**src/rtl/kde_pkg.sv**
```systemverilog
// Shared types, codes and defaults of the key debounce event queue.
// No dependencies; every other rtl file refers to it by scoped names.
package kde_pkg;

   localparam int NUM_KEYS_DEF    = 8;
   localparam int QUEUE_DEPTH_DEF = 16;

   localparam int OPCODE_W = 2;
   localparam int KEY_W    = 3;
   localparam int CODE_W   = 8;
   localparam int CSR_W    = 16;

   localparam logic [6:0]  FILTER_TIME_RST   = 7'd5;
   localparam logic [15:0] LONG_TIME_RST     = 16'd100;
   localparam logic [7:0]  REPEAT_PERIOD_RST = 8'd5;

   typedef enum logic [1:0] {
      OP_SAMPLE  = 2'd0,
      OP_DEQUEUE = 2'd1,
      OP_CLEAR   = 2'd2,
      OP_UNUSED  = 2'd3
   } op_type;

   typedef enum logic [1:0] {
      CSR_FILTER_TIME   = 2'd0,
      CSR_LONG_TIME     = 2'd1,
      CSR_REPEAT_PERIOD = 2'd2,
      CSR_NONE          = 2'd3
   } csr_index_type;

   localparam logic [1:0] KIND_PRESS   = 2'd1;
   localparam logic [1:0] KIND_RELEASE = 2'd2;
   localparam logic [1:0] KIND_LONG    = 2'd3;

   typedef struct packed {
      logic [6:0]  filter_time;
      logic [15:0] long_time;
      logic [7:0]  repeat_period;
   } cfg_type;

   typedef struct packed {
      logic        held;
      logic [7:0]  debounce;
      logic [15:0] long_cnt;
      logic [7:0]  repeat_cnt;
   } key_state_type;

   typedef struct packed {
      key_state_type next;
      logic [1:0]    ev_count;
      logic [1:0]    ev0_kind;
      logic [1:0]    ev1_kind;
   } key_update_type;

   typedef struct packed {
      logic              push;
      logic [CODE_W-1:0] code;
      logic              dequeue;
      logic              clear;
   } ring_cmd_type;

endpackage

```
**src/rtl/kde_key_store.sv**
```systemverilog
// Per-key state memory: synchronous read, one write port, valid bits for reset.
// Forwards a write that lands on the key being read in the same cycle.
// Depends on kde_pkg.
module kde_key_store #(
   parameter int NUM_KEYS = kde_pkg::NUM_KEYS_DEF
) (
   input  logic                  clock,
   input  logic                  reset,
   input  logic                  rd_en,
   input  logic [kde_pkg::KEY_W-1:0] rd_key,
   output kde_pkg::key_state_type rd_state,
   input  logic                  wr_en,
   input  logic [kde_pkg::KEY_W-1:0] wr_key,
   input  kde_pkg::key_state_type wr_state
);

   localparam int ADDR_W = (NUM_KEYS > 1) ? $clog2(NUM_KEYS) : 1;

   kde_pkg::key_state_type mem [NUM_KEYS];
   logic [NUM_KEYS-1:0]    valid_ff;
   logic [NUM_KEYS-1:0]    valid_in;
   kde_pkg::key_state_type rd_data_ff;
   logic                   rd_valid_ff;
   logic                   fwd_ff;
   kde_pkg::key_state_type fwd_state_ff;
   logic [ADDR_W-1:0]      rd_addr;
   logic [ADDR_W-1:0]      wr_addr;

   assign rd_addr = ADDR_W'(rd_key);
   assign wr_addr = ADDR_W'(wr_key);

   always_comb begin
      valid_in = valid_ff;
      if (wr_en) begin
         valid_in[wr_addr] = 1'b1;
      end
   end

   always_ff @(posedge clock) begin
      if (reset) begin
         valid_ff    <= '0;
         rd_valid_ff <= 1'b0;
         fwd_ff      <= 1'b0;
      end else begin
         valid_ff <= valid_in;
         if (rd_en) begin
            rd_valid_ff <= valid_ff[rd_addr];
            fwd_ff      <= wr_en && (wr_key == rd_key);
         end
      end
   end

   always_ff @(posedge clock) begin
      if (wr_en) begin
         mem[wr_addr] <= wr_state;
      end
      if (rd_en) begin
         rd_data_ff   <= mem[rd_addr];
         fwd_state_ff <= wr_state;
      end
   end

   // never-written entries read as the reset state
   assign rd_state = fwd_ff      ? fwd_state_ff :
                     rd_valid_ff ? rd_data_ff   : '0;

endmodule

```
**src/rtl/kde_key_update.sv**
```systemverilog
// Debounce, long-press and repeat next-state logic for one key and one tick.
// Pure combinational; depends on kde_pkg.
module kde_key_update (
   input  kde_pkg::key_state_type  cur,
   input  logic                    pressed,
   input  kde_pkg::cfg_type        cfg,
   output kde_pkg::key_update_type upd
);

   logic [7:0]  ft;
   logic [7:0]  ft2;
   logic [15:0] long_inc;
   logic [7:0]  rep_inc;
   logic        press_new;
   logic        long_fire;
   logic        rep_fire;

   assign ft       = {1'b0, cfg.filter_time};
   assign ft2      = {cfg.filter_time, 1'b0};
   assign long_inc = cur.long_cnt + 16'd1;
   assign rep_inc  = cur.repeat_cnt + 8'd1;

   always_comb begin
      upd       = '0;
      upd.next  = cur;
      press_new = 1'b0;
      long_fire = 1'b0;
      rep_fire  = 1'b0;
      if (pressed) begin
         priority if (cur.debounce < ft) begin
            upd.next.debounce = ft;
         end else if (cur.debounce < ft2) begin
            upd.next.debounce = cur.debounce + 8'd1;
         end else begin
            press_new     = !cur.held;
            upd.next.held = 1'b1;
            if (cfg.long_time != 16'd0) begin
               priority if (cur.long_cnt < cfg.long_time) begin
                  upd.next.long_cnt = long_inc;
                  long_fire         = (long_inc == cfg.long_time);
               end else if (cfg.repeat_period != 8'd0) begin
                  rep_fire            = (rep_inc >= cfg.repeat_period);
                  upd.next.repeat_cnt = rep_fire ? 8'd0 : rep_inc;
               end else begin
                  upd.next.repeat_cnt = cur.repeat_cnt;
               end
            end
         end
      end else begin
         priority if (cur.debounce > ft) begin
            upd.next.debounce = ft;
         end else if (cur.debounce != 8'd0) begin
            upd.next.debounce = cur.debounce - 8'd1;
         end else if (cur.held) begin
            upd.next.held = 1'b0;
         end else begin
            upd.next.held = cur.held;
         end
         upd.next.long_cnt   = '0;
         upd.next.repeat_cnt = '0;
      end

      // a fresh press can only pair with the long-press event
      upd.ev_count = 2'(press_new) + 2'(long_fire) + 2'(rep_fire);
      upd.ev1_kind = kde_pkg::KIND_LONG;
      priority if (!pressed) begin
         upd.ev_count = 2'(cur.debounce <= ft && cur.debounce == 8'd0 && cur.held);
         upd.ev0_kind = kde_pkg::KIND_RELEASE;
      end else if (press_new) begin
         upd.ev0_kind = kde_pkg::KIND_PRESS;
      end else if (long_fire) begin
         upd.ev0_kind = kde_pkg::KIND_LONG;
      end else begin
         upd.ev0_kind = kde_pkg::KIND_PRESS;
      end
   end

endmodule

```
**src/rtl/kde_event_ring.sv**
```systemverilog
// Event ring memory with read and write pointers and registered read data.
// One push, dequeue or clear per cycle; depends on kde_pkg.
module kde_event_ring #(
   parameter int QUEUE_DEPTH = kde_pkg::QUEUE_DEPTH_DEF
) (
   input  logic                        clock,
   input  logic                        reset,
   input  kde_pkg::ring_cmd_type       cmd,
   output logic [kde_pkg::CODE_W-1:0]  rd_code,
   output logic                        rd_empty
);

   localparam int PTR_W = (QUEUE_DEPTH > 1) ? $clog2(QUEUE_DEPTH) : 1;
   localparam logic [PTR_W-1:0] LAST = PTR_W'(QUEUE_DEPTH - 1);

   logic [kde_pkg::CODE_W-1:0] mem [QUEUE_DEPTH];
   logic [PTR_W-1:0]           rd_ptr_ff;
   logic [PTR_W-1:0]           rd_ptr_in;
   logic [PTR_W-1:0]           wr_ptr_ff;
   logic [PTR_W-1:0]           wr_ptr_in;
   logic [kde_pkg::CODE_W-1:0] rd_data_ff;
   logic                       empty_ff;
   logic                       empty_now;

   assign empty_now = (rd_ptr_ff == wr_ptr_ff);

   always_comb begin
      rd_ptr_in = rd_ptr_ff;
      wr_ptr_in = wr_ptr_ff;
      if (cmd.push) begin
         wr_ptr_in = (wr_ptr_ff == LAST) ? '0 : wr_ptr_ff + PTR_W'(1);
      end
      if (cmd.dequeue && !empty_now) begin
         rd_ptr_in = (rd_ptr_ff == LAST) ? '0 : rd_ptr_ff + PTR_W'(1);
      end
      if (cmd.clear) begin
         rd_ptr_in = wr_ptr_ff;
      end
   end

   always_ff @(posedge clock) begin
      if (reset) begin
         rd_ptr_ff <= '0;
         wr_ptr_ff <= '0;
      end else begin
         rd_ptr_ff <= rd_ptr_in;
         wr_ptr_ff <= wr_ptr_in;
      end
   end

   always_ff @(posedge clock) begin
      if (cmd.push) begin
         mem[wr_ptr_ff] <= cmd.code;
      end
      if (cmd.dequeue) begin
         empty_ff <= empty_now;
         if (!empty_now) begin
            rd_data_ff <= mem[rd_ptr_ff];
         end
      end
   end

   assign rd_code  = empty_ff ? '0 : rd_data_ff;
   assign rd_empty = empty_ff;

endmodule

```
**src/rtl/key_debounce_event_queue.sv**
```systemverilog
// Key debounce with long-press and repeat detection feeding a shared event ring.
// Top level: request stage, response register, configuration registers.
// Depends on kde_pkg, kde_key_store, kde_key_update and kde_event_ring.

// Each request is a sample tick for one key, a dequeue or a clear of the event
// queue. Requests are taken one per cycle unless the stage is held: a request
// is accepted into a single processing stage while the key state memory read
// is issued, and from that stage it reads-modifies-writes that key's state (with
// forwarding when consecutive samples hit the same key) and updates the event
// ring. Two cases hold the request stage: a sample whose debounce completes with
// a long-press threshold of one produces both a press and a long-press event
// and needs two ring writes on the single write port, and a dequeue waits while
// the previous response has not been taken. A dequeue response appears in the
// cycle after the dequeue is processed, from a registered ring read; it carries
// the oldest event as (key << 2) + kind (1 press, 2 release, 3 long press) or
// 0 with queue_empty set. Samples, clears and unused opcodes give no response.
// The ring has no full check: after QUEUE_DEPTH unread events it wraps and
// reads as empty. Configuration writes are taken at any time (csr_ready is
// tied high) and must be made while the block is idle.
module key_debounce_event_queue #(
   parameter int NUM_KEYS    = kde_pkg::NUM_KEYS_DEF,
   parameter int QUEUE_DEPTH = kde_pkg::QUEUE_DEPTH_DEF
) (
   input  logic                          clock,
   input  logic                          reset,
   input  logic                          req_valid,
   output logic                          req_ready,
   input  logic [kde_pkg::OPCODE_W-1:0]  req_opcode,
   input  logic [kde_pkg::KEY_W-1:0]     req_key_index,
   input  logic                          req_pressed,
   output logic                          rsp_valid,
   input  logic                          rsp_ready,
   output logic [kde_pkg::CODE_W-1:0]    rsp_event_code,
   output logic                          rsp_queue_empty,
   input  logic                          csr_valid,
   output logic                          csr_ready,
   input  logic [1:0]                    csr_index,
   input  logic [kde_pkg::CSR_W-1:0]     csr_wdata
);

   // configuration
   kde_pkg::cfg_type cfg_ff;
   kde_pkg::cfg_type cfg_in;

   // request stage
   logic                      s1_valid_ff;
   logic                      s1_valid_in;
   kde_pkg::op_type           s1_op_ff;
   logic [kde_pkg::KEY_W-1:0] s1_key_ff;
   logic                      s1_pressed_ff;
   logic                      s1_phase_ff;
   logic                      s1_phase_in;

   // response register
   logic                      rsp_valid_ff;
   logic                      rsp_valid_in;

   logic                      accept;
   logic                      advance;
   logic                      out_free;
   logic                      s1_sample;
   logic                      two_events;
   logic                      deq_fire;

   kde_pkg::key_state_type    key_cur;
   kde_pkg::key_update_type   key_upd;
   kde_pkg::ring_cmd_type     ring_cmd;

   assign csr_ready = 1'b1;

   always_comb begin
      cfg_in = cfg_ff;
      if (csr_valid) begin
         unique case (kde_pkg::csr_index_type'(csr_index))
            kde_pkg::CSR_FILTER_TIME:   cfg_in.filter_time   = csr_wdata[6:0];
            kde_pkg::CSR_LONG_TIME:     cfg_in.long_time     = csr_wdata;
            kde_pkg::CSR_REPEAT_PERIOD: cfg_in.repeat_period = csr_wdata[7:0];
            default:                    cfg_in = cfg_ff;
         endcase
      end
   end

   // stage control: a sample is live only for a key that exists
   assign s1_sample  = s1_valid_ff && (s1_op_ff == kde_pkg::OP_SAMPLE)
                       && (32'(s1_key_ff) < NUM_KEYS);
   assign two_events = s1_sample && (key_upd.ev_count == 2'd2);
   assign out_free   = !rsp_valid_ff || rsp_ready;
   assign advance    = s1_valid_ff
                       && !((s1_op_ff == kde_pkg::OP_DEQUEUE) && !out_free)
                       && !(two_events && !s1_phase_ff);
   assign req_ready  = !s1_valid_ff || advance;
   assign accept     = req_valid && req_ready;
   assign deq_fire   = advance && (s1_op_ff == kde_pkg::OP_DEQUEUE);

   always_comb begin
      s1_valid_in = accept ? 1'b1 : (advance ? 1'b0 : s1_valid_ff);
      // hold the first event written, push the second next cycle
      s1_phase_in = (two_events && !s1_phase_ff) ? 1'b1 :
                    (advance ? 1'b0 : s1_phase_ff);
      rsp_valid_in = deq_fire ? 1'b1 : (rsp_ready ? 1'b0 : rsp_valid_ff);
   end

   always_ff @(posedge clock) begin
      if (reset) begin
         cfg_ff.filter_time   <= kde_pkg::FILTER_TIME_RST;
         cfg_ff.long_time     <= kde_pkg::LONG_TIME_RST;
         cfg_ff.repeat_period <= kde_pkg::REPEAT_PERIOD_RST;
         s1_valid_ff          <= 1'b0;
         s1_phase_ff          <= 1'b0;
         rsp_valid_ff         <= 1'b0;
      end else begin
         cfg_ff       <= cfg_in;
         s1_valid_ff  <= s1_valid_in;
         s1_phase_ff  <= s1_phase_in;
         rsp_valid_ff <= rsp_valid_in;
      end
   end

   always_ff @(posedge clock) begin
      if (accept) begin
         s1_op_ff      <= kde_pkg::op_type'(req_opcode);
         s1_key_ff     <= req_key_index;
         s1_pressed_ff <= req_pressed;
      end
   end

   kde_key_store #(
      .NUM_KEYS (NUM_KEYS)
   ) u_key_store (
      .clock    (clock),
      .reset    (reset),
      .rd_en    (accept),
      .rd_key   (req_key_index),
      .rd_state (key_cur),
      .wr_en    (advance && s1_sample),
      .wr_key   (s1_key_ff),
      .wr_state (key_upd.next)
   );

   kde_key_update u_key_update (
      .cur     (key_cur),
      .pressed (s1_pressed_ff),
      .cfg     (cfg_ff),
      .upd     (key_upd)
   );

   always_comb begin
      ring_cmd.push    = s1_sample && (s1_phase_ff || (key_upd.ev_count != 2'd0));
      ring_cmd.code    = kde_pkg::CODE_W'({s1_key_ff,
                         (s1_phase_ff ? key_upd.ev1_kind : key_upd.ev0_kind)});
      ring_cmd.dequeue = deq_fire;
      ring_cmd.clear   = advance && (s1_op_ff == kde_pkg::OP_CLEAR);
   end

   kde_event_ring #(
      .QUEUE_DEPTH (QUEUE_DEPTH)
   ) u_event_ring (
      .clock    (clock),
      .reset    (reset),
      .cmd      (ring_cmd),
      .rd_code  (rsp_event_code),
      .rd_empty (rsp_queue_empty)
   );

   assign rsp_valid = rsp_valid_ff;

`ifndef SYNTHESIS
   // a blocked dequeue must stall the request side
   a_deq_stall: assert property (@(posedge clock) disable iff (reset)
      (s1_valid_ff && (s1_op_ff == kde_pkg::OP_DEQUEUE) && rsp_valid_ff && !rsp_ready)
      |-> !req_ready)
      else $error("request accepted behind a blocked dequeue");

   // second-event phase only exists for a live sample
   a_phase_sample: assert property (@(posedge clock) disable iff (reset)
      s1_phase_ff |-> s1_sample)
      else $error("push phase set without a sample in the stage");

   // a processed dequeue always raises a response
   a_deq_rsp: assert property (@(posedge clock) disable iff (reset)
      deq_fire |=> rsp_valid_ff)
      else $error("dequeue lost its response");

   // the stage never advances in the middle of a two-event sample
   a_two_hold: assert property (@(posedge clock) disable iff (reset)
      (two_events && !s1_phase_ff) |-> !advance)
      else $error("two-event sample left the stage after one push");
`endif

endmodule
```
**config.mk**
```make
export PLATFORM = sky130hd
export DESIGN_NAME = key_debounce_event_queue
export DESIGN_NICKNAME = d
export VERILOG_FILES = /design/src/rtl/kde_pkg.sv /design/src/rtl/kde_key_store.sv /design/src/rtl/kde_key_update.sv /design/src/rtl/kde_event_ring.sv /design/src/rtl/key_debounce_event_queue.sv
export SDC_FILE = /design/constraint.sdc
export NUM_CORES = 1
export LEC_CHECK = 0
export ABC_AREA = 1
export BUFFER_PORTS_ARGS = -buffer_cell sky130_fd_sc_hd__buf_2
export CORE_MARGIN = 5
export CORE_UTILIZATION = 40
export DETAILED_ROUTE_END_ITERATION = 8
export PLACE_DENSITY_LB_ADDON = 0.3
export SKIP_CTS_REPAIR_TIMING = 1
export SLEW_MARGIN = 5
export SYNTH_ARGS = -nofsm -noshare
export SYNTH_HDL_FRONTEND = slang
export SYNTH_SLANG_ARGS = --single-unit
```
**constraint.sdc**
```tcl
create_clock -name clock -period 7.55 [get_ports clock]
set_input_delay 0.3775 -clock clock [delete_from_list [all_inputs] [get_ports clock]]
set_output_delay 0.3775 -clock clock [all_outputs]
set_load 0.05 [all_outputs]
```
### Word-level counts from Yosys, hierarchy flattened

Memory sizes are Yosys's and may differ from the RTL's. A register that Yosys moved wholly into a read port is not among the register bits.
Cells that the tools add are included.

* register bits after elaboration: 100
* latch bits: 0
* bits in writable memories: 344
* bits in read-only memories: 0
* input port bits: 29
* output and inout bits: 12
* word-level logic and storage cells: 148
* memories: 2

* add/subtract/negate cells: 8
* $mul: 0
* div/mod/pow operators: 0
* magnitude comparators: 9
* equal/unequal tests: 10
* shift-type cells: 0
* muxes and demuxes: 55
* bitwise operators: 2
* reduce and logical (&&, ||, !) cells: 42

Memories
* u_key_store.mem: words 8, bits a word 33, rd ports 1, clocked after memory_dff 1, write ports 1, RTL line kde_key_store.sv:19 `kde_pkg::key_state_type mem [NUM_KEYS];`
* u_event_ring.mem: words 16, bits a word 5, rd ports 1, clocked after memory_dff 1, write ports 1, RTL line kde_event_ring.sv:16 `logic [kde_pkg::CODE_W-1:0] mem [QUEUE_DEPTH];`

Operator list (number)
* $mux 33: 3
* $mux 24: 3
* $mux 8: 8
* $mux 1: 29
* $add 16x1->16 const B: 1
* $add 8x1->8 const B: 2
* $eq 16x16->1: 1
* $logic_and 1x1->1: 16
* $lt 16x16->1: 1
* $mux 16: 1
* $mux 4: 4
* $reduce_bool 16->1: 1
* $reduce_bool 8->1: 2
* $mux 2: 5
* $reduce_bool 2->1: 5
* $add 4x1->4 const B: 2
* $eq 4x4->1 const B: 2
* $ge 8x8->1: 1
* $gt 8x7->1: 1
* $le 8x7->1: 1
* $logic_not 1->1: 8
* $logic_not 8->1: 1
* $lt 3x4->1 const B: 2
* $lt 8x7->1: 1
* 16 further kinds: 25

### Longest topological paths before layout

Gate-level depths: netlist of the first run.

* depth in word-level cells: 21
* gate-level depth with buffers: 31
* mapped depth without buffers: 30

### By module

Synthesis of the first run repeated with hierarchy kept, for this count alone.

* cells, all modules: 2232
* area total of the unflattened synthesis: 23497.5 um2

Modules (own cells, without submodules)
* kde_key_store: instances 1, cells each 1005, area an instance 13100.1 um2, sequential area each 10109.7 um2
* kde_event_ring: instances 1, cells each 500, area an instance 6002.0 um2, sequential area each 4274.1 um2
* kde_key_update: instances 1, cells each 539, area an instance 2897.8 um2, sequential area each 0.0 um2
* key_debounce_event_queue: instances 1, cells each 188, area an instance 1497.7 um2, sequential area each 860.8 um2

### Least setup slack after synthesis of the first run

Ideal clock, no wire load.

* path kind: register -> register
* start: register u_key_store.rd_valid_ff
* end: memory u_key_store.mem[6][0] in the netlist's numbering, enable pin
* library setup time: 0.509 ns
* arrival: 6.811 ns
* data required time: 7.041 ns
* setup slack: 0.230 ns
* cell stages (with the launch flop): 28
* path buffers: 2
* cell sequence: dfxtp_1 inv_2 nor2_2 buf_6 buf_6 a22o_1 ha_1 nand2_1 nor2_1 nand3_1 xor2_1 ha_1 nand2_1 nor2_1 nand4_1 o2111ai_1 clkinv_1 nor3_1 fa_1 nand2_1 nand3_1 nor2_1 nand2_1 and2_1 inv_1 nor2_1 inv_1 nor4_1

* cells in the longest elaborated chain, start to end: 20

Ends and longest elaborated chain
* from (decl): RTL line kde_key_store.sv:23 `logic rd_valid_ff;`
* from (signal assigned): RTL line kde_key_store.sv:47 `rd_valid_ff <= valid_ff[rd_addr];`
* $mux 33 (*): RTL line kde_key_store.sv:65 `rd_valid_ff ? rd_data_ff : '0;`
* $mux 33 (*): RTL line kde_key_store.sv:64 `assign rd_state = fwd_ff ? fwd_state_ff :`
* $add 8x1->8 or $add 16x1->16 (tied branches): RTL line kde_key_update.sv:21, kde_key_update.sv:20
* $ge 8x8->1 or $eq 16x16->1 (tied branches): RTL line kde_key_update.sv:42, kde_key_update.sv:40
* $mux 1 (on tied branches): RTL line kde_key_update.sv:41, kde_key_update.sv:38
* $mux 1 (on tied branches): RTL line kde_key_update.sv:38, kde_key_update.sv:37
* $mux 1 (on tied branches): RTL line kde_key_update.sv:37, kde_key_update.sv:32
* $mux 1 (on tied branches): RTL line kde_key_update.sv:32, kde_key_update.sv:30
* [... 4 more ...]
* $eq 2x2->1 (*): RTL line key_debounce_event_queue.sv:86 `assign two_events = s1_sample && (key_upd.ev_count == 2'd2);`
* $logic_and 1x1->1 (*): RTL line key_debounce_event_queue.sv:86
* $logic_and 1x1->1 (*): RTL line key_debounce_event_queue.sv:90 `&& !(two_events && !s1_phase_ff);`
* $logic_not 1->1 (*): RTL line key_debounce_event_queue.sv:90
* $logic_and 1x1->1 (*): RTL line key_debounce_event_queue.sv:90
* $logic_and 1x1->1 (*): RTL line key_debounce_event_queue.sv:135 `.wr_en (advance && s1_sample),`
* $mux 1 (*): RTL line kde_key_store.sv:54 `if (wr_en) begin`
* $mux 1 (implied by the code) (*): RTL line kde_key_store.sv:55 `mem[wr_addr] <= wr_state;`
* to (decl): RTL line kde_key_store.sv:19

Mark *: on every way between the ends. The rest lies on a longest branch, timed or not.

### Worst setup path in the final report of the first run

* start: register u_key_store.rd_valid_ff
* end: register u_key_store.fwd_state_ff[22] in the netlist's numbering, enable pin

* cells in the longest elaborated chain, start to end: 19

Ends and longest elaborated chain
* $mux 33 (*): RTL line kde_key_store.sv:65
* $mux 33 (*): RTL line kde_key_store.sv:64
* $add 8x1->8 or $add 16x1->16 (tied branches): RTL line kde_key_update.sv:21, kde_key_update.sv:20
* $ge 8x8->1 or $eq 16x16->1 (tied branches): RTL line kde_key_update.sv:42, kde_key_update.sv:40
* $mux 1 (on tied branches): RTL line kde_key_update.sv:41, kde_key_update.sv:38
* $mux 1 (on tied branches): RTL line kde_key_update.sv:38, kde_key_update.sv:37
* $mux 1 (on tied branches): RTL line kde_key_update.sv:37, kde_key_update.sv:32
* $mux 1 (on tied branches): RTL line kde_key_update.sv:32, kde_key_update.sv:30
* [... 4 more ...]
* $eq 2x2->1 (*): RTL line key_debounce_event_queue.sv:86
* $logic_and 1x1->1 (*): RTL line key_debounce_event_queue.sv:86
* $logic_and 1x1->1 (*): RTL line key_debounce_event_queue.sv:90
* $logic_not 1->1 (*): RTL line key_debounce_event_queue.sv:90
* $logic_and 1x1->1 (*): RTL line key_debounce_event_queue.sv:90
* $logic_or 1x1->1 (*): RTL line key_debounce_event_queue.sv:91 `assign req_ready = !s1_valid_ff || advance;`
* $logic_and 1x1->1 (*): RTL line key_debounce_event_queue.sv:92 `assign accept = req_valid && req_ready;`
* via accept: RTL line key_debounce_event_queue.sv:58 `logic accept;`
* to (signal assigned): RTL line kde_key_store.sv:59 `fwd_state_ff <= wr_state;`
* to (decl): RTL line kde_key_store.sv:25 `kde_pkg::key_state_type fwd_state_ff;`

Mark *: on every way through the listed nets, which the timed path passes. The rest lies on a longest branch.
A chain may end at the register's enable or synchronous reset.

==> results of run 1 <==
==> worst min-delay path by stage <==
stage	to	slack [ns]	cells after the start
final	cfg_ff[2]	0.05	3
after global routing	cfg_ff[2]	0.05	3
after CTS	s1_op_ff[0]	-0.03	1
after detailed placement	u_key_store.valid_ff[1]	0.45	1
after global placement	u_key_store.valid_ff[2]	0.44	1
after floorplan	u_key_store.valid_ff[1]	0.44	1
==> power by group through the flow <==
stage                     combinational, mW  clock (mW)  sequential, mW
after floorplan                       0.459           0            3.06
after global placement                0.645           0            3.08
after detailed placement              0.656           0            3.08
after CTS                             0.658        2.39            3.02
after global routing                  0.733        2.50            3.03
final                                 0.656        2.33            3.02
==> layout by cell type (no fill, tap or decap), types with 5 or more instances in the layout <==
cell type / instances
o21ai_0: 219
o21ai_1: 5
mux2i_1: 7
clkinv_1: 11
o21a_1: 9
inv_1: 105
edfxtp_1: 422
a211oi_1: 7
clkinv_2: 6
xor2_1: 20
nand2_1: 194
clkbuf_1: 17
xnor2_1: 8
a22oi_1: 6
a31oi_1: 35
ha_1: 46
o221ai_1: 8
o32ai_1: 13
o211ai_1: 15
buf_4: 28
o22ai_1: 35
nor2_1: 371
nor2_2: 6
nor2_4: 5
nor3_1: 11
buf_2: 35
clkbuf_16: 50
nand2_2: 19
dfxtp_1: 52
inv_2: 12
a21oi_1: 79
nor3_2: 8
nand4_1: 12
nand3_1: 60
nor4_1: 7
==> synth_stat cells (7+ instances only) <==
cell type / n / area share (%)
ha_1: 46 / 2.7
edfxtp_1: 422 / 60
nor2_1: 371 / 6.6
o221ai_1: 8 / 0.33
o32ai_1: 13 / 0.54
nand3_1: 60 / 1.4
o21a_1: 9 / 0.32
clkbuf_1: 76 / 1.3
nand2_2: 19 / 0.56
nand4_1: 12 / 0.36
a21oi_1: 79 / 1.9
dfxtp_1: 52 / 4.9
a31oi_1: 35 / 1.0
nor3_1: 17 / 0.40
o211ai_1: 15 / 0.53
nor4_1: 9 / 0.27
inv_2: 10 / 0.18
o22ai_1: 35 / 1.0
mux2i_1: 7 / 0.33
nand2_1: 194 / 3.4
o21ai_0: 219 / 5.2
xnor2_1: 8 / 0.33
a211oi_1: 7 / 0.25
xor2_1: 20 / 0.83
inv_1: 109 / 1.9
==> final cells by class <==
class                   instances  area [µm²]  share of cell area, %
flip-flops and latches        474       13700                   58.2
multi-input cells            1243        6560                   27.8
clock buffers                  69        1340                   5.70
well taps                     688         861                   3.65
inverters                     125         474                   2.01
repair buffers                 66         415                   1.76
clock inverters                18         190                  0.807
==> per-stage QoR <==
step | hold WS, ns | instances | util (%)
6_report | 0.0533 | 2683 | 44.9
5_1_grt | 0.0483 | 2683 | 44.9
4_1_cts | -0.0326 | 2680 | 44.9
3_5_place_dp | 0.448 | 2593 | 41.9
3_3_place_gp | 0.441 | 2593 | 41.9
2_1_floorplan | 0.435 | 1937 | -
==> layer usage <==
metal / up-vias / track usage [%] / part of all wire (%)
met4: 0 / 5.23 / 2.6
li1: 6927 / - / -
met3: 81 / 2.80 / 5.2
met5: - / 0 / 0
met2: 360 / 29.3 / 48
met1: 7063 / 24.0 / 44
==> sequential cells by signal, indices dropped and copies added, names as in the netlist, 2 cells and up <==
| signal | count |
|---|---|
| cfg_ff | 31 |
| u_event_ring.wr_ptr_ff | 4 |
| u_key_store.fwd_state_ff | 33 |
| u_key_store.valid_ff | 8 |
| s1_key_ff | 3 |
| u_event_ring.rd_data_ff | 5 |
| u_event_ring.rd_ptr_ff | 4 |
| u_event_ring.mem | 80 |
| u_key_store.rd_data_ff | 33 |
| u_key_store.mem | 264 |
| s1_op_ff | 2 |
==> worst min-delay path: stages <==
cell and delay [ns]:
buf_2 0.11, nand2_1 0.06, o211ai_1 0.07
==> kinds of logic (layout without fill, tap and decap cells) <==
group	Yosys count	after routing	share of synthesized area [%]
simple gates	705	705	14.1
flops	474	474	64.9
compound gates	452	452	12.4
buf+inv	220	278	4.30
fa+ha+maj	47	47	2.82
xor+xnor	28	28	1.16
mux	7	7	0.332
other cells	2	4	0.0355
==> summary.md, run 1 <==
| Metric | Value |
|---|---|
| Register area share after synthesis | `64.9%` |
| Seq pwr share | `50.3%` |
| Initial antenna violation count | `2` |
| Die Wd | `240 µm` |
| Max Fclk | `159 MHz` |
| Vias in the first global route | `13837` |
| Post-route cell area | `0.0236 mm²` |
| R2R Path Start | `u_key_store.rd_valid_ff` |
| DR WL/cell | `19.2 µm` |
| Worst setup SP type | `flip-flop` |
| Sink Count | `474` |
| CTS tree | `yes` |
| Slew HR | `19.3%` |
| Reg2Reg Depth | `28` |
| Initial Utilization | `40.3%` |
| Antenna cell count | `0` |
| Detail Route Antenna Nets | `0` |
| Pre-CTS setup slack | `1.26 ns` |
| Tightest Pin Transition | `1.20 ns` |
| Fin. Hold Viols | `0` |
| Post-synth EDFFs | `422` |
| Max Cap Viol | `0` |
| Placer Congestion | `0.855` |
| Layout net count | `2035` |
| Setup Crit Path Kind | `reg2reg` |
| Critical Path Max Stage Delay | `0.59 ns` |
| CP Capture Type | `flip-flop` |
| Filler cell count | `4835` |
| R2R Path End | `u_key_store.fwd_state_ff[22]` |
| Remaining Overflow, GRT | `0` |
| Die area | `0.0575 mm²` |
| Sw frac | `25.1%` |
| IO Port Bufs | `36` |
| Total power draw | `6.01 mW` |
| Critical Path Sink | `u_key_store.fwd_state_ff[22]` |
| GRT Total Usage | `17.6%` |
| Setup violations, final | `0` |
| Clk pwr share | `38.8%` |
| Post-synth cell types | `57` |
| Clock root cell | `clkbuf_16` |
| Later-pin clock latency in the skew report | `0.60 ns` |
| Min Tclk post-route | `6.28 ns` |
| Leak | `8.35 nW` |
| Int Pwr | `4.51 mW` |
| Layout cells sized above 1 | `9.82%` |
| Syn avg cell area | `10.9 µm²` |
| First-pass GRT wire length | `79.7 mm` |
| FF+latch count, synth | `474` |
| RSZ-0062 raised after global routing | `false` |
| Dpl cell area | `0.0220 mm²` |
| Crit. path cell count | `28` |
| Final Worst Setup Slack | `1.27 ns` |
| PD cells | `255 mW/mm²` |
| Fin Setup TNS | `0 ns` |
| Crit path max-delay family | `buffers and inverters` |
| Min-Delay Path Class | `in2reg` |
| Die H | `240 µm` |
| Comb pwr share | `10.9%` |
| Crit path from | `u_key_store.rd_valid_ff` |
| CTS Buf Count | `49` |
| Area grow syn2layout | `11.5%` |
| WP buf/inv | `7` |
| Drt pass-1 iters | `5` |
| Skew final | `0.0283 ns` |
| Top_reg_cell synth | `edfxtp_1` |
| Worst EP required | `7.85 ns` |
| Worst Path Arrival | `6.58 ns` |
| I/O pin total | `41` |
| VDD IR-drop max | `0.000172 V` |
| Sw Pwr | `1.51 mW` |
| Flop-to-flop setup slack | `1.27 ns` |
| Core area | `0.0524 mm²` |
| Syn Inst Count | `1935` |
| Period utilization | `83.2%` |
| Slew Limit Fails | `0` |
| Row count | `84` |
| H-tree Lvls | `2` |
| Fraction of registers with async set/reset | `0%` |
| Mapped Area | `0.0211 mm²` |
| Final wirelength | `51.6 mm` |
| Drt drc | `0` |
| Starting DRC count in detailed routing | `1026` |
| Detail Placement HPWL | `31.8 mm` |
| Via/cell ratio | `5.38` |
| Vias | `14431` |
| Hold Crit Start | `csr_wdata[2]` |
| CP most frequent cell | `nand2_1` |
| Worst path slowest cell | `clkinv_2` |
| Critical Path Fanout Max | `41` |
| Status | `complete, no violations` |
| Clk buf depth | `3` |
| Worst-path clk slew | `0.06 ns` |
| Synth Warn # | `0` |
| Pin count of the biggest net entering global routing | `79` |
Power figures use the tool's default switching activity.
==> run 2, diff against run 1 <==
==> constraint.sdc (replaced) <==
create_clock -name clock -period 5.21 [get_ports clock]
set_input_delay 0.2605 -clock clock [delete_from_list [all_inputs] [get_ports clock]]
set_output_delay 0.2605 -clock clock [all_outputs]
set_load 0.05 [all_outputs]
==> run 2 against run 1 <==
Against the previous run:
- the run now ends with negative hold slack left
- critical path depth fell by 3
- non-clock buffer count grew 29
- total power grew 45%
- cell area is 1.7% higher
- setup slack got worse by 1.0 ns
- first-iteration DRC count increased by 2.7%
- utilization grew 0.75 points
- worst hold slack lost 0.084 ns
- via count increased by 0.36%
- register-to-register slack got worse by 0.86 ns
- global-route usage is 0.18 points lower
==> summary.md, run 2 (synthesis gave the netlist of run 1 again) <==
| Metric | Value |
|---|---|
| Later-pin clock latency in the skew report | `0.59 ns (was 0.60 ns)` |
| Most frequent cells in the layout | `422 x edfxtp_1, 368 x nor2_1, 218 x o21ai_0 (was 422 x edfxtp_1, 371 x nor2_1, 219 x o21ai_0)` |
| Setup Crit Path Kind | `reg2out (was reg2reg)` |
| Slew Limit Fails | `0 (unchanged)` |
| Drt drc | `0 (unchanged)` |
| Worst-path clk slew | `0.06 ns (about the same)` |
| Commonest non-fill, non-tap cell in the layout | `edfxtp_1 (unchanged)` |
| IO Port Bufs | `36 (unchanged)` |
| Vias in the first global route | `14229 (was 13837)` |
| Biggest regs | `u_key_store.mem (264), u_event_ring.mem (80) (unchanged)` |
| Dpl cell area | `0.0222 mm² (was 0.0220 mm²)` |
| Vias | `14483 (was 14431)` |
| Initial Utilization | `40.3% (unchanged)` |
| Detail Route Antenna Nets | `0 (unchanged)` |
| Crit. path cell count | `25 (was 28)` |
| Remaining Overflow, GRT | `0 (unchanged)` |
| Area grow syn2layout | `13.3% (was 11.5%)` |
| WP buf/inv | `4 (was 7)` |
| Final wirelength | `50.9 mm (was 51.6 mm)` |
| H-tree Lvls | `2 (unchanged)` |
| Crit path max-delay family | `simple AND/OR/NAND/NOR gates (was buffers and inverters)` |
| Clock root cell | `clkbuf_16 (unchanged)` |
| Drt pass-1 iters | `6 (was 5)` |
| Die H | `240 µm (unchanged)` |
| Flop-to-flop setup slack | `0.41 ns (was 1.27 ns)` |
| Placer Congestion | `0.918 (was 0.855)` |
| Fin Setup TNS | `0 ns (unchanged)` |
| Antenna cell count | `0 (unchanged)` |
| Violated checks | `negative hold slack` |
| Min Tclk post-route | `4.96 ns` |
| Setup violations, final | `0 (unchanged)` |
| Min-Delay Path Class | `in2reg (unchanged)` |
| Critical Path Max Stage Delay | `0.41 ns (was 0.59 ns)` |
| Skew final | `0.0237 ns (was 0.0283 ns)` |
| Row count | `84 (unchanged)` |
| Period utilization | `95.2%` |
| Max Cap Viol | `0 (unchanged)` |
| Min Hold Slack | `-0.0308 ns (was 0.0533 ns)` |
| VDD IR-drop max | `0.000232 V (was 0.000172 V)` |
| Layout cells sized above 1 | `11.7% (was 9.82%)` |
| CP Capture Type | `output pin (was flip-flop)` |
| Via/cell ratio | `5.33 (was 5.38)` |
| Hold Crit Depth | `3 (unchanged)` |
| Detail Placement HPWL | `34.1 mm (was 31.8 mm)` |
| Reg2Reg Depth | `29 (was 28)` |
| Worst setup SP type | `flip-flop (unchanged)` |
| Die Wd | `240 µm (unchanged)` |
| Fin util | `45.7% (was 44.9%)` |
| Largest Register | `u_key_store.mem (unchanged)` |
| Critical Path Fanout Max | `8 (was 41)` |
| CP most frequent cell | `nand3_1 (was nand2_1)` |
| I/O pin total | `41 (unchanged)` |
| CTS Buf Count | `49 (unchanged)` |
| Slew HR | `23.8% (was 19.3%)` |
| Fin. Hold Viols | `5 (was 0)` |
| Clk buf depth | `3 (unchanged)` |
| Final Worst Setup Slack | `0.253 ns (was 1.27 ns)` |
| Tightest Pin Transition | `1.13 ns (was 1.20 ns)` |
| Max FFs per register | `264 (unchanged)` |
| First-pass GRT wire length | `79.1 mm (was 79.7 mm)` |
| DR WL/cell | `18.7 µm (was 19.2 µm)` |
| Starting DRC count in detailed routing | `1054 (was 1026)` |
| Pin count of the biggest net entering global routing | `79 (unchanged)` |
| Worst path slowest cell | `dfxtp_2 (was clkinv_2)` |
| Worst EP required | `4.95 ns (was 7.85 ns)` |
| Filler cell count | `4708 (was 4835)` |
| Initial antenna violation count | `0 (was 2)` |
| Max Fclk | `202 MHz` |
| Sink Count | `474 (unchanged)` |
| Worst Path Arrival | `4.70 ns (was 6.58 ns)` |
| Layout net count | `2065 (was 2035)` |
| GRT Total Usage | `17.4% (was 17.6%)` |
| Die area | `0.0575 mm² (unchanged)` |
| Pre-CTS setup slack | `0.171 ns (was 1.26 ns)` |
| Core area | `0.0524 mm² (unchanged)` |
| PD cells | `365 mW/mm² (was 255 mW/mm²)` |
| Leak | `8.56 nW (was 8.35 nW)` |
| Post-route cell area | `0.0240 mm² (was 0.0236 mm²)` |
| Status | `complete, but fails checks (was complete, no violations)` |
| CTS tree | `yes (unchanged)` |
[run 2: cell count changes in the layout (fill, tap and decap cells not counted), moves of 3 or more]
cell,before,now
inv_6,0,3
buf_4,28,49
clkinv_2,6,9
nor2_2,6,9
nor3_4,0,7
nand2_4,2,6
dlygate4sd3_1,3,10
nor2_1,371,368
nor3_2,8,2
nand2_1,194,191
[run 2: worst paths after layout]
kind	startpoint	end
worst max-delay path	u_key_store.fwd_ff	req_ready
worst min-delay path	csr_wdata[15]	cfg_ff[23]
worst max register to register	u_key_store.fwd_ff	u_key_store.valid_ff[7]
worst min register to register	u_key_store.valid_ff[5]	u_key_store.valid_ff[5]
[run 2: through the flow]
step / total power [mW] / std cells
4_1_cts: 8.81 / 2704
5_1_grt: 9.10 / 2717
3_3_place_gp: 5.45 / 2613
2_1_floorplan: 5.11 / 1937
6_report: 8.75 / 2717
3_5_place_dp: 5.46 / 2613
[run 2: layer usage]
layer	up-vias	track usage (%)	wire length, µm	share of wire [%]
met2	340	30.9	26300	52
met4	0	4.23	971	1.9
met5	-	0	0	0
met3	66	2.66	2320	4.6
li1	7000	-	-	-
met1	7077	22.6	21300	42
[run 2: tightest hold or removal path, stage by stage]
cell and delay, ns:
buf_2 0.07, o21ai_0 0.08, a21oi_1 0.10
[run 2: layout make-up]
class                   count  area (µm²)  area share, %
clock buffers              69        1340           5.60
clock inverters            22         191          0.799
inverters                 125         495           2.07
multi-input cells        1244        6680           27.9
flip-flops and latches    474       13700           57.3
well taps                 688         861           3.59
repair buffers             95         666           2.78
[run 2: power breakdown]
group | total (mW) | leakage [nW] | switching, mW | internal (mW)
registers | 4.37 | 4.31 | 0.0393 | 4.33
clock network | 3.34 | 0.749 | 1.44 | 1.90
logic | 1.04 | 3.51 | 0.749 | 0.289
total | 8.75 | 8.56 | 2.22 | 6.52
==> run 3, diff against run 2 <==
--- a/config.mk
+++ b/config.mk
@@ -9,6 +9,7 @@
 export BUFFER_PORTS_ARGS = -buffer_cell sky130_fd_sc_hd__buf_2
 export CORE_MARGIN = 5
 export CORE_UTILIZATION = 40
+export CTS_BUF_LIST = sky130_fd_sc_hd__clkbuf_2 sky130_fd_sc_hd__clkbuf_4 sky130_fd_sc_hd__clkbuf_8
 export DETAILED_ROUTE_END_ITERATION = 8
 export PLACE_DENSITY_LB_ADDON = 0.3
 export SKIP_CTS_REPAIR_TIMING = 1
==> run 3 against run 2 <==
Against the previous run:
- the flow now finishes without violations
- count of clock-buffer cells in the layout increased by 37
- utilization increased by 0.47 points
- clock skew increased by 0.0067 ns
- global-route usage increased by 0.17 points
- sequential cell count unchanged
- via count increased by 1.5%
- total power increased by 0.50%
- combinational power about the same
- final cell count increased by 2.2%
- worst hold slack improved by 0.034 ns
- clock power about the same
- critical path type unchanged
- largest cell class unchanged
- highest routed layer unchanged
==> summary.md, run 3 (synthesis gave the netlist of run 1 again) <==
| Metric | Value |
|---|---|
| Status | `complete, no violations (was complete, but fails checks)` |
| Initial antenna violation count | `0 (unchanged)` |
| Flop-to-flop setup slack | `0.37 ns (was 0.41 ns)` |
| Die H | `240 µm (unchanged)` |
| Starting DRC count in detailed routing | `1145 (was 1054)` |
| Die area | `0.0575 mm² (unchanged)` |
| Dpl cell area | `0.0222 mm² (unchanged)` |
| Slew HR | `26.4% (was 23.8%)` |
| Remaining Overflow, GRT | `0 (unchanged)` |
| Hold Crit Start | `csr_index[0] (was csr_wdata[15])` |
| Min Tclk post-route | `4.88 ns (was 4.96 ns)` |
| Worst setup SP type | `flip-flop (unchanged)` |
| Pin count of the biggest net entering global routing | `79 (unchanged)` |
| Worst Hold Endpoint | `cfg_ff[24] (was cfg_ff[23])` |
| Most frequent cells in the layout | `422 x edfxtp_1, 366 x nor2_1, 218 x o21ai_0 (was 422 x edfxtp_1, 368 x nor2_1, 218 x o21ai_0)` |
| Reg2Reg Depth | `28 (was 29)` |
| Core area | `0.0524 mm² (unchanged)` |
| Vias in the first global route | `14483 (was 14229)` |
| CTS Buf Count | `76 (was 49)` |
| Setup violations, final | `0 (unchanged)` |
| Vias | `14704 (was 14483)` |
| Skew final | `0.0303 ns (was 0.0237 ns)` |
| DR WL/cell | `18.6 µm (was 18.7 µm)` |
| Detail Placement HPWL | `34.1 mm (unchanged)` |
| Placer Congestion | `0.918 (unchanged)` |
| Post-route cell area | `0.0242 mm² (was 0.0240 mm²)` |
| Worst-path clk slew | `0.06 ns (about the same)` |
| Final wirelength | `51.6 mm (was 50.9 mm)` |
| Max Fclk | `205 MHz (was 202 MHz)` |
| Fin. Hold Viols | `0 (was 5)` |
| Area grow syn2layout | `14.5% (was 13.3%)` |
| Clock root cell | `clkbuf_8 (was clkbuf_16)` |
| Critical Path Fanout Max | `8 (unchanged)` |
| Filler cell count | `4706 (was 4708)` |
| GRT Total Usage | `17.6% (was 17.4%)` |
| Final Worst Setup Slack | `0.326 ns (was 0.253 ns)` |
| Via/cell ratio | `5.29 (was 5.33)` |
| Largest Register | `u_key_store.mem (unchanged)` |
| CP Capture Type | `output pin (unchanged)` |
| First-pass GRT wire length | `79.8 mm (was 79.1 mm)` |
| Setup Crit Path Kind | `reg2out (unchanged)` |
| Drt drc | `0 (unchanged)` |
| Finished Layout Cells | `2777 (was 2717)` |
| Later-pin clock latency in the skew report | `0.65 ns (was 0.59 ns)` |
| H-tree Lvls | `3 (was 2)` |
| Max FFs per register | `264 (unchanged)` |
| Period utilization | `93.7% (was 95.2%)` |
| Biggest regs | `u_key_store.mem (264), u_event_ring.mem (80) (unchanged)` |
| Leak | `8.73 nW (was 8.56 nW)` |
| Dpl cells | `2613 (unchanged)` |
| Min-Delay Path Class | `in2reg (unchanged)` |
| Detail Route Antenna Nets | `0 (unchanged)` |
| Commonest non-fill, non-tap cell in the layout | `edfxtp_1 (unchanged)` |
| Fin Setup TNS | `0 ns (unchanged)` |
| Die Wd | `240 µm (unchanged)` |
| Layout cells sized above 1 | `14.3% (was 11.7%)` |
| IO Port Bufs | `36 (unchanged)` |
| VDD IR-drop max | `0.000151 V (was 0.000232 V)` |
| RSZ-0062 raised after global routing | `false` |
| Tightest Pin Transition | `1.09 ns (was 1.13 ns)` |
| Row count | `84 (unchanged)` |
| Antenna cell count | `0 (unchanged)` |
| R2R Path End | `u_key_store.mem[7][4] (was u_key_store.valid_ff[7])` |
| Hold Crit Depth | `3 (unchanged)` |
| Worst EP required | `4.95 ns (about the same)` |
| Worst Path Arrival | `4.62 ns (was 4.70 ns)` |
| Sink Count | `474 (unchanged)` |
| Drt pass-1 iters | `6 (unchanged)` |
| Initial Utilization | `40.3% (unchanged)` |
| I/O pin total | `41 (unchanged)` |
| CTS tree | `yes (unchanged)` |
| Max Cap Viol | `0 (unchanged)` |
| Clk buf depth | `3 (unchanged)` |
| Layout net count | `2107 (was 2065)` |
| Slew Limit Fails | `0 (unchanged)` |
| PD cells | `363 mW/mm² (was 365 mW/mm²)` |
| Pre-CTS setup slack | `0.171 ns (unchanged)` |
| R2R Path Start | `u_key_store.rd_valid_ff (was u_key_store.fwd_ff)` |
[run 3: worst max path at each step]
stage,from,end,slack (ns),depth (start not counted)
6_report,u_key_store.rd_valid_ff,req_ready,0.33,26
5_1_grt,u_key_store.rd_valid_ff,req_ready,0.03,25
4_1_cts,u_key_store.fwd_ff,req_ready,-0.14,26
3_5_place_dp,u_key_store.fwd_ff,u_key_store.valid_ff[7],0.17,30
3_3_place_gp,u_key_store.fwd_ff,u_key_store.valid_ff[7],0.17,29
2_1_floorplan,u_key_store.fwd_ff,u_key_store.mem[6][0],-0.71,26
[run 3: metal layers]
metal	wire [µm]	track usage (%)
met1	21500	22.4
met2	26500	30.9
met3	2710	3.14
met4	910	5.02
met5	0	0
[run 3: layout make-up]
type	instances	area, µm²	area share, %
Inverter	125	495	2.05
Sequential cell	474	13700	56.7
Multi-Input combinational cell	1244	6710	27.7
Clock buffer	106	1320	5.43
Clock inverter	30	288	1.19
Timing Repair Buffer	110	815	3.37
Tap cell	688	861	3.56
[run 3: critical path, stage by stage (launching register included)]
cell and delay (ns):
dfxtp_2 0.32, inv_2 0.08, nor2_4 0.07, buf_4 0.17, a22oi_2 0.22, inv_2 0.12
ha_1 0.30, nand3_1 0.10, nor2_2 0.15, nand2_1 0.13, a21oi_2 0.21, nand3_1 0.11
nor2_2 0.13, nand3_1 0.08, nor2_1 0.10, nand3_1 0.12, nor2_4 0.14, and2_1 0.15
fa_1 0.40, nand2_1 0.09, nand3_1 0.09, nor2_1 0.12, nand2_1 0.07, and2_1 0.17
inv_2 0.08, nand2_4 0.07, buf_6 0.17
[run 3: power by group]
group	switching, mW	internal (mW)
registers	0.0403	4.33
clock network	1.47	1.89
logic	0.753	0.299
[run 3: per-stage QoR]
| stage | utilization, % | total power, mW | hold slack, ns |
|---|---|---|---|
| floorplan | - | 5.11 | 0.359 |
| global placement | 42.4 | 5.45 | 0.443 |
| detailed placement | 42.4 | 5.46 | 0.457 |
| CTS | 45.5 | 8.85 | -0.235 |
| global route | 46.1 | 9.18 | 0.00309 |
| finish | 46.1 | 8.79 | 0.00353 |
